[config.mk]
export PLATFORM = sky130hd
export DESIGN_NAME = aesctr_back
export DESIGN_NICKNAME = d
export VERILOG_FILES = /design/src/aesctr_pkg.sv /design/src/aesctr_back.sv
export SDC_FILE = /design/constraint.sdc
export NUM_CORES = 1
export LEC_CHECK = 0
export ABC_AREA = 1
export BUFFER_PORTS_ARGS = -buffer_cell sky130_fd_sc_hd__clkbuf_2
export CAP_MARGIN = 30
export CORE_ASPECT_RATIO = 1.2
export CORE_MARGIN = 4
export CORE_UTILIZATION = 45
export CTS_BUF_LIST = sky130_fd_sc_hd__clkbuf_16
export DETAILED_ROUTE_END_ITERATION = 10
export PLACE_DENSITY = 0.75
export SLEW_MARGIN = 20
export SYNTH_ARGS = -nofsm -noshare
export SYNTH_HDL_FRONTEND = slang
export SYNTH_SLANG_ARGS = --single-unit
[constraint.sdc]
create_clock -name clk -period 13.6 [get_ports clk]
set_clock_uncertainty 0.2 [all_clocks]
set_input_delay 2.72 -clock clk [delete_from_list [all_inputs] [get_ports clk]]
set_output_delay 2.72 -clock clk [all_outputs]
set_load 0.03 [all_outputs]
[src/aesctr_pkg.sv]
package aesctr_pkg;

  // Bytes in one keystream block.
  localparam int unsigned BLOCK_BYTES = 16;

  // Register indexes of the configuration port.
  localparam logic [2:0] REG_KEY_LENGTH = 3'd0;
  localparam logic [2:0] REG_KEY_W0     = 3'd1;
  localparam logic [2:0] REG_KEY_W1     = 3'd2;
  localparam logic [2:0] REG_KEY_W2     = 3'd3;
  localparam logic [2:0] REG_KEY_W3     = 3'd4;
  localparam logic [2:0] REG_IV_HIGH    = 3'd5;
  localparam logic [2:0] REG_IV_LOW     = 3'd6;

  // Key length codes.
  localparam logic [1:0] KEY_128 = 2'd0;
  localparam logic [1:0] KEY_192 = 2'd1;

  // Key length in words (Nk).
  localparam logic [3:0] NK_128 = 4'd4;
  localparam logic [3:0] NK_192 = 4'd6;
  localparam logic [3:0] NK_256 = 4'd8;

  localparam logic [7:0] SBOX [0:255] = '{
    8'h63,8'h7c,8'h77,8'h7b,8'hf2,8'h6b,8'h6f,8'hc5,8'h30,8'h01,8'h67,8'h2b,8'hfe,8'hd7,8'hab,8'h76,
    8'hca,8'h82,8'hc9,8'h7d,8'hfa,8'h59,8'h47,8'hf0,8'had,8'hd4,8'ha2,8'haf,8'h9c,8'ha4,8'h72,8'hc0,
    8'hb7,8'hfd,8'h93,8'h26,8'h36,8'h3f,8'hf7,8'hcc,8'h34,8'ha5,8'he5,8'hf1,8'h71,8'hd8,8'h31,8'h15,
    8'h04,8'hc7,8'h23,8'hc3,8'h18,8'h96,8'h05,8'h9a,8'h07,8'h12,8'h80,8'he2,8'heb,8'h27,8'hb2,8'h75,
    8'h09,8'h83,8'h2c,8'h1a,8'h1b,8'h6e,8'h5a,8'ha0,8'h52,8'h3b,8'hd6,8'hb3,8'h29,8'he3,8'h2f,8'h84,
    8'h53,8'hd1,8'h00,8'hed,8'h20,8'hfc,8'hb1,8'h5b,8'h6a,8'hcb,8'hbe,8'h39,8'h4a,8'h4c,8'h58,8'hcf,
    8'hd0,8'hef,8'haa,8'hfb,8'h43,8'h4d,8'h33,8'h85,8'h45,8'hf9,8'h02,8'h7f,8'h50,8'h3c,8'h9f,8'ha8,
    8'h51,8'ha3,8'h40,8'h8f,8'h92,8'h9d,8'h38,8'hf5,8'hbc,8'hb6,8'hda,8'h21,8'h10,8'hff,8'hf3,8'hd2,
    8'hcd,8'h0c,8'h13,8'hec,8'h5f,8'h97,8'h44,8'h17,8'hc4,8'ha7,8'h7e,8'h3d,8'h64,8'h5d,8'h19,8'h73,
    8'h60,8'h81,8'h4f,8'hdc,8'h22,8'h2a,8'h90,8'h88,8'h46,8'hee,8'hb8,8'h14,8'hde,8'h5e,8'h0b,8'hdb,
    8'he0,8'h32,8'h3a,8'h0a,8'h49,8'h06,8'h24,8'h5c,8'hc2,8'hd3,8'hac,8'h62,8'h91,8'h95,8'he4,8'h79,
    8'he7,8'hc8,8'h37,8'h6d,8'h8d,8'hd5,8'h4e,8'ha9,8'h6c,8'h56,8'hf4,8'hea,8'h65,8'h7a,8'hae,8'h08,
    8'hba,8'h78,8'h25,8'h2e,8'h1c,8'ha6,8'hb4,8'hc6,8'he8,8'hdd,8'h74,8'h1f,8'h4b,8'hbd,8'h8b,8'h8a,
    8'h70,8'h3e,8'hb5,8'h66,8'h48,8'h03,8'hf6,8'h0e,8'h61,8'h35,8'h57,8'hb9,8'h86,8'hc1,8'h1d,8'h9e,
    8'he1,8'hf8,8'h98,8'h11,8'h69,8'hd9,8'h8e,8'h94,8'h9b,8'h1e,8'h87,8'he9,8'hce,8'h55,8'h28,8'hdf,
    8'h8c,8'ha1,8'h89,8'h0d,8'hbf,8'he6,8'h42,8'h68,8'h41,8'h99,8'h2d,8'h0f,8'hb0,8'h54,8'hbb,8'h16
  };

  // Eight-word key schedule window: word 7 is the newest.
  typedef logic [7:0][31:0] win_t;

  // Key schedule position: window, word index modulo Nk and round constant.
  typedef struct packed {
    win_t       win;
    logic [2:0] m;
    logic [7:0] rc;
  } ksched_t;

  // Control from the top level to the keystream front end.
  typedef struct packed {
    logic         abort;
    logic         load;
    logic [127:0] value;
  } front_ctl_t;

  // One finished keystream block with the counter it was made from.
  typedef struct packed {
    logic         valid;
    logic [127:0] ks;
    logic [127:0] ctr;
  } ks_blk_t;

  // Configuration events seen by the back end.
  typedef struct packed {
    logic key_wr;
    logic iv_wr;
  } flush_t;

  // Counter restart requested by the back end after a key change.
  typedef struct packed {
    logic         load;
    logic [127:0] value;
  } restart_t;

  function automatic logic [7:0] xt(input logic [7:0] a);
    xt = {a[6:0], 1'b0} ^ (a[7] ? 8'h1b : 8'h00);
  endfunction

  function automatic logic [31:0] sub_word(input logic [31:0] w);
    sub_word = {SBOX[w[31:24]], SBOX[w[23:16]], SBOX[w[15:8]], SBOX[w[7:0]]};
  endfunction

  // Generate one key schedule word and slide the window by one.
  function automatic ksched_t kstep(input ksched_t a, input logic [3:0] nk);
    ksched_t     r;
    logic [31:0] tmp;
    logic [31:0] old;
    logic [7:0]  rc;
    r   = a;
    tmp = a.win[7];
    rc  = a.rc;
    if (a.m == 3'd0) begin
      tmp = sub_word({tmp[23:0], tmp[31:24]}) ^ {rc, 24'h0};
      rc  = xt(rc);
    end else if (nk == NK_256 && a.m == 3'd4) begin
      tmp = sub_word(tmp);
    end
    case (nk)
      NK_128:  old = a.win[4];
      NK_192:  old = a.win[2];
      default: old = a.win[0];
    endcase
    r.win = {old ^ tmp, a.win[7:1]};
    r.rc  = rc;
    r.m   = ({1'b0, a.m} + 4'd1 == nk) ? 3'd0 : a.m + 3'd1;
    kstep = r;
  endfunction

  // SubBytes, ShiftRows and, except in the last round, MixColumns.
  function automatic logic [127:0] round_fn(input logic [127:0] s, input logic last);
    logic [7:0]   t [16];
    logic [7:0]   a0, a1, a2, a3, all;
    logic [127:0] r;
    for (int c = 0; c < 4; c++) begin
      for (int j = 0; j < 4; j++) begin
        t[c*4+j] = SBOX[s[127 - 8*((((c + j) & 3) * 4) + j) -: 8]];
      end
    end
    if (!last) begin
      for (int c = 0; c < 4; c++) begin
        a0 = t[c*4];
        a1 = t[c*4+1];
        a2 = t[c*4+2];
        a3 = t[c*4+3];
        all = a0 ^ a1 ^ a2 ^ a3;
        t[c*4]   = a0 ^ all ^ xt(a0 ^ a1);
        t[c*4+1] = a1 ^ all ^ xt(a1 ^ a2);
        t[c*4+2] = a2 ^ all ^ xt(a2 ^ a3);
        t[c*4+3] = a3 ^ all ^ xt(a3 ^ a0);
      end
    end
    for (int i = 0; i < 16; i++) begin
      r[127 - 8*i -: 8] = t[i];
    end
    round_fn = r;
  endfunction

endpackage

[src/aesctr_back.sv]
module aesctr_back (
  input  logic                clk,
  input  logic                rst,
  input  aesctr_pkg::ks_blk_t push,
  output logic                push_ready,
  input  aesctr_pkg::flush_t  flush,
  output aesctr_pkg::restart_t restart,
  input  logic                in_valid,
  output logic                in_ready,
  input  logic [7:0]          in_data,
  output logic                out_valid,
  input  logic                out_ready,
  output logic [7:0]          out_data
);

  logic [127:0] q_ks  [2];
  logic [127:0] q_ctr [2];
  logic         hd;
  logic [1:0]   cnt;
  logic [3:0]   bp;
  logic         in_acc;
  logic         pop;
  logic         do_push;
  logic         tl;
  logic [7:0]   ks_byte;

  assign tl         = hd ^ cnt[0];
  assign push_ready = (cnt != 2'd2);
  assign in_ready   = (cnt != 2'd0) && (!out_valid || out_ready);
  assign in_acc     = in_valid && in_ready;
  assign pop        = in_acc && (bp == 4'(aesctr_pkg::BLOCK_BYTES - 1));
  assign do_push    = push.valid && push_ready;
  assign ks_byte    = q_ks[hd][127 - 8*bp -: 8];

  // After a key change only a partly used block is kept.
  assign restart.load  = (cnt != 2'd0);
  assign restart.value = q_ctr[hd] + ((bp != 4'd0) ? 128'd1 : 128'd0);

  // Block queue storage.
  always_ff @(posedge clk) begin
    if (do_push) begin
      q_ks[tl]  <= push.ks;
      q_ctr[tl] <= push.ctr;
    end
  end

  // Queue pointers and byte position in the head block.
  always_ff @(posedge clk) begin
    if (rst || flush.iv_wr) begin
      hd  <= 1'b0;
      cnt <= 2'd0;
      bp  <= 4'd0;
    end else if (flush.key_wr) begin
      if (cnt != 2'd0 && bp != 4'd0) begin
        cnt <= 2'd1;
      end else begin
        cnt <= 2'd0;
        bp  <= 4'd0;
      end
    end else begin
      cnt <= cnt + {1'b0, do_push} - {1'b0, pop};
      if (pop) begin
        hd <= ~hd;
      end
      if (in_acc) begin
        bp <= bp + 4'd1;
      end
    end
  end

  // Output register.
  always_ff @(posedge clk) begin
    if (rst) begin
      out_valid <= 1'b0;
    end else if (in_acc) begin
      out_valid <= 1'b1;
    end else if (out_ready) begin
      out_valid <= 1'b0;
    end
  end

  always_ff @(posedge clk) begin
    if (in_acc) begin
      out_data <= in_data ^ ks_byte;
    end
  end

endmodule

Word-level counts from Yosys, hierarchy flattened
Memory sizes are Yosys's and may differ from the RTL's. A register that Yosys moved wholly into a read port is not among the register bits. Index checks and enable logic that the tools add are counted.

Memory bits (writable): 512. Output and inout port bits: 140. Word-level logic and storage cells: 48. Register bits: 16. Memories kept: 2.

$add $sub $neg: 5. Shifts and indexed selects: 1. Eq/ne operators: 3. Reduce and logical (&&, ||, !) cells: 14. Bitwise logic cells: 4. Mux-type cells: 14.

Memory list: q_ctr (words 2, width 128, read ports 1, clocked after Yosys merged registers in 1, write ports 1, RTL line aesctr_back.sv:17) `logic [127:0] q_ctr [2];`; q_ks (words 2, width 128, read ports 1, clocked after Yosys merged registers in 1, write ports 1, RTL line aesctr_back.sv:16) `logic [127:0] q_ks [2];`.

Operator list (number): 135-bit by 33-bit indexed part select with 8-bit output (1); 128-bit by 1-bit adder with 128-bit output (1); 4-bit 2-to-1 mux (3); 1-bit 2-to-1 mux (10); 7-bit by 7-bit subtractor with 8-bit output (first input constant) (1); 8-bit XOR (1); 2-bit nonzero test (3); 1-bit logical AND (5); 4-bit by 1-bit adder with 4-bit output (second input constant) (1); 4-bit equality test (second input constant) (1); 2-bit != test (second input constant) (2); 2-bit AND reduction (2); 4-bit nonzero test (1); 2-bit by 1-bit adder with 2-bit output (1); 1-bit logical OR (2); 2-bit 2-to-1 mux (1); 1-bit inverter (2); 2-bit by 1-bit subtractor with 2-bit output (1); 1-bit zero test (1); 1-bit XOR (1).

Longest topological paths before layout
Depth in word-level cells: 8. Mapped depth: 18. Mapped depth without buffers: 14.

Worst setup path before layout
Ideal clock, no wire load.

Path type: input-to-reg. Start point: input push[256] in the netlist's numbering. End point: memory q_ctr[0][0], enable pin. Cell stages on the path: 2. Slack: -928 ps. Required time: 12519 ps. Arrival time: 13447 ps. Cells stage by stage: nand2_1 -> nor2_1.

Cells in the longest elaborated chain, start to end: 3.

Ends and longest elaborated chain: from (decl) (RTL line aesctr_back.sv:4) `input aesctr_pkg::ks_blk_t push,`; 1-bit logical AND (RTL line aesctr_back.sv:32) `assign do_push = push.valid && push_ready;`; 1-bit 2-to-1 mux (RTL line aesctr_back.sv:41) `if (do_push) begin`; 1-bit 2-to-1 mux (not written as such) (RTL line aesctr_back.sv:43) `q_ctr[tl] <= push.ctr;`; to (decl) (RTL line aesctr_back.sv:17).

No other way between the ends.

==> flow_metrics.py <==
metrics = {
    "timing": {
        "worst_slack_ns": 4.97,
        "rsz0062_at_grt": "no",
        "layout_min_cycle_time_ns": 8.63,
        "setup_viol": 0,
        "fin_crit_sh_pct": 63.4,
        "max_freq_ghz": 0.116,
        "hold_viol": 0,
        "slew_headroom_pct": 33.5,
        "worst_slew_pin_slew_ns": 0.997,
        "hold_slack_ns": 0.306,
        "drv_slew": 0,
    },
    "routing": {
        "wl_per_cell_um": 22.2,
        "dr_total_vias": 20700,
        "final_antenna_net_count": 0,
        "vias_per_cell": 5.30,
        "finalWirelength_mm": 86.6,
        "first_iter_violations": 1945,
        "firstDrtPassIters": 8,
        "drcViolationCount": 0,
    },
    "synthesis": {
        "synth_xor_xnor_area_share_pct": 2.26,
        "synth_top_area_cell": "edfxtp_1",
        "yosys.area_share.simple_pct": 27.6,
        "yosysMostFrequentCell": "nand2_1",
        "muxShareOfSynthArea_pct": 0,
        "synth_cells": 2740,
        "synth_fp_nets": 3017,
        "synth_top_family_by_area": "simple AND/OR/NAND/NOR gates",
        "synth.top_cell.area_share_pct": 62.0,
        "yosys-top-cells-count": "1,074 x nand2_1, 528 x nor2_1, 520 x edfxtp_1",
        "yosys_warnings": 0,
        "synthAdderAreaFrac_pct": 0.298,
        "synth_area_per_cell_um2": 9.19,
        "async_reset_ff_share_pct": 0,
        "synth.area.top_cells": "edfxtp_1 62%, nand2_1 16%, nor2_1 7.9%",
        "synth_top_flop_cell": "edfxtp_1",
        "syn-cell-area_um2": 25200,
        "synth_compound_area_share_pct": 3.81,
        "ys_seq_elements": 529,
        "synth_cell_types": 26,
        "synth-edff-count": 520,
        "ys_seq_area_share_pct": 62.7,
    },
    "clocking": {
        "clk_latency_ns": 0.58,
        "cts_buffers": 51,
        "cts.clk_slew.worst_paths_ns": 0.07,
        "hold_buffers": 0,
        "cts.repair.resized": 0,
        "clockBufferDepth": 3,
        "htree_levels": 2,
        "root_buffer": "clkbuf_16",
        "post_cts_buffers": 0,
        "clock-sinks": 529,
        "cts_tree": "done",
    },
    "worst_setup_path": {
        "critPathRequiredTime_ns": 10.68,
        "reg2reg_depth": 7,
        "crit_start": "bp[1]",
        "r2r_slack_ns": 10.13,
        "start_kind": "flip-flop",
        "r2r-start": "bp[1]",
        "arrival_ns": 5.71,
        "crit_path_max_fanout": 20,
        "worstSetupPathType": "reg -> out",
        "cp-end-kind": "primary output",
        "r2r-end": "bp[3]",
    },
    "power_and_ir_drop": {
        "irDropWorstVdd_v": 0.000148,
        "leakage_nw": 11.9,
        "cellPowerDensity_nw_per_um2": 123,
    },
    "floorplan": {
        "core-area_um2": 55200,
        "ioPinCount": 411,
        "die_w_um": 224,
        "initial_utilization_pct": 45.7,
        "die_area_um2": 59800,
        "rows": 94,
        "die_h_um": 267,
    },
    "grt": {
        "grt_pass1_vias": 19900,
        "gr-total-overflow": 0,
        "grt.total_usage_pct": 27.9,
        "grt_pass1_wl_mm": 124,
        "grt_start_max_net_pins": 136,
        "antenna_found_initial": 16,
    },
    "final_layout": {
        "multi_input_area_um2": 8570,
        "n_fill_cell": 5070,
        "regArea_um2": 15800,
        "synthToLayoutAreaGrowth_pct": 17.6,
        "final_layout_size_suffix_gt1_share_pct": 16.9,
        "nNetsFinal": 3417,
        "final_area_um2": 29600,
    },
    "placement": {
        "gp_congestion": 1.06,
        "dp_hpwl_mm": 66.7,
        "io_buffers": 410,
        "post-place-ws_ns": 5.64,
        "place_area_um2": 27900,
    },
    "job": {
        "maxCapViolations": 0,
    },
    "run_status": {
        "status": "finished clean",
    },
    "worst_hold_path": {
        "min_path_cells": 2,
        "hold_path.startpoint": "hd",
        "min_path_type": "reg -> reg",
    },
}
==> through the flow <==
step	TNS [ns]	utilization [%]	power, mW	cells
floorplan	-474.10	-	2.10	2740
global placement	0	50.6	2.22	3807
detailed placement	0	50.6	2.23	3807
CTS	0	53.7	3.65	3901
global route	0	53.7	3.75	3901
finish	0	53.7	3.63	3907
==> cell type report <==
class / count / share of cell area, %
clock inverter: 41 / 1.24
sequential: 529 / 53.3
antenna: 6 / 0.0507
timing repair buffer: 425 / 7.35
multi-input combinational: 2012 / 28.9
inverter: 121 / 1.55
clock buffer: 53 / 4.48
tap: 720 / 3.04
==> metal layers <==
layer | wire length (um) | track usage, %
met1 | 30900 | 31.7
met2 | 43100 | 49.4
met3 | 7620 | 7.04
met4 | 4840 | 13.2
met5 | 172 | 0
==> power by group <==
group | switching [mW] | total (mW) | internal, mW
Combinational | 0.233 | 0.321 | 0.0877
Sequential | 0.0158 | 1.88 | 1.86
Clock | 0.597 | 1.43 | 0.836
Total | 0.846 | 3.63 | 2.78
==> critical path: stages, from the launching register on <==
cell and delay (ns):
dfxtp_1 0.89, clkinv_1 0.87, ha_1 0.46, nand3_1 0.13, ha_1 0.44, ha_1 0.36
inv_1 0.15, nor2_4 0.26, nand2_1 0.31, nor2_1 0.60, xor2_1 0.36, clkbuf_2 0.28
==> sequential cells by signal (all words and copies together), names as in the netlist, named ones only <==
name       flops
q_ks         256
q_ctr        256
out_valid      1
hd             1
cnt            2
out_data       8
bp             4
==> worst max path at each step <==
stage | to | slack [ns] | cells after the start
after global placement | restart[56] | 5.59 | 13
after CTS | restart[56] | 5.02 | 13
final | restart[38] | 4.97 | 11
after floorplan | q_ctr[0][0] | -0.93 | 2
after global routing | restart[68] | 4.82 | 15
after detailed placement | restart[56] | 5.64 | 13
==> logic make-up (layout without fill, tap and decap cells) <==
logic type | count (synthesis) | count (layout)
buf+inv | 199 | 640
compound gates | 177 | 177
xor+xnor | 65 | 65
other cells | 0 | 6
flops | 529 | 529
fa+ha+maj | 6 | 6
simple gates | 1764 | 1764
==> layout by cell type, fill, tap and decap left out, drive strengths merged <==
| cell type | count |
|---|---|
| a211oi | 1 |
| a21oi | 23 |
| buf | 15 |
| bufinv | 7 |
| clkbuf | 463 |
| clkinv | 26 |
| dfxtp | 9 |
| diode | 6 |
| edfxtp | 520 |
| ha | 6 |
| inv | 129 |
| nand2 | 1077 |
| nand3 | 101 |
| nand3b | 21 |
| nand4 | 1 |
| nor2 | 554 |
| nor3 | 2 |
| o211ai | 28 |
| o21ai | 125 |
| or2 | 8 |
| xnor2 | 26 |
| xor2 | 39 |
No activity file was read; power rests on OpenSTA's default activity.
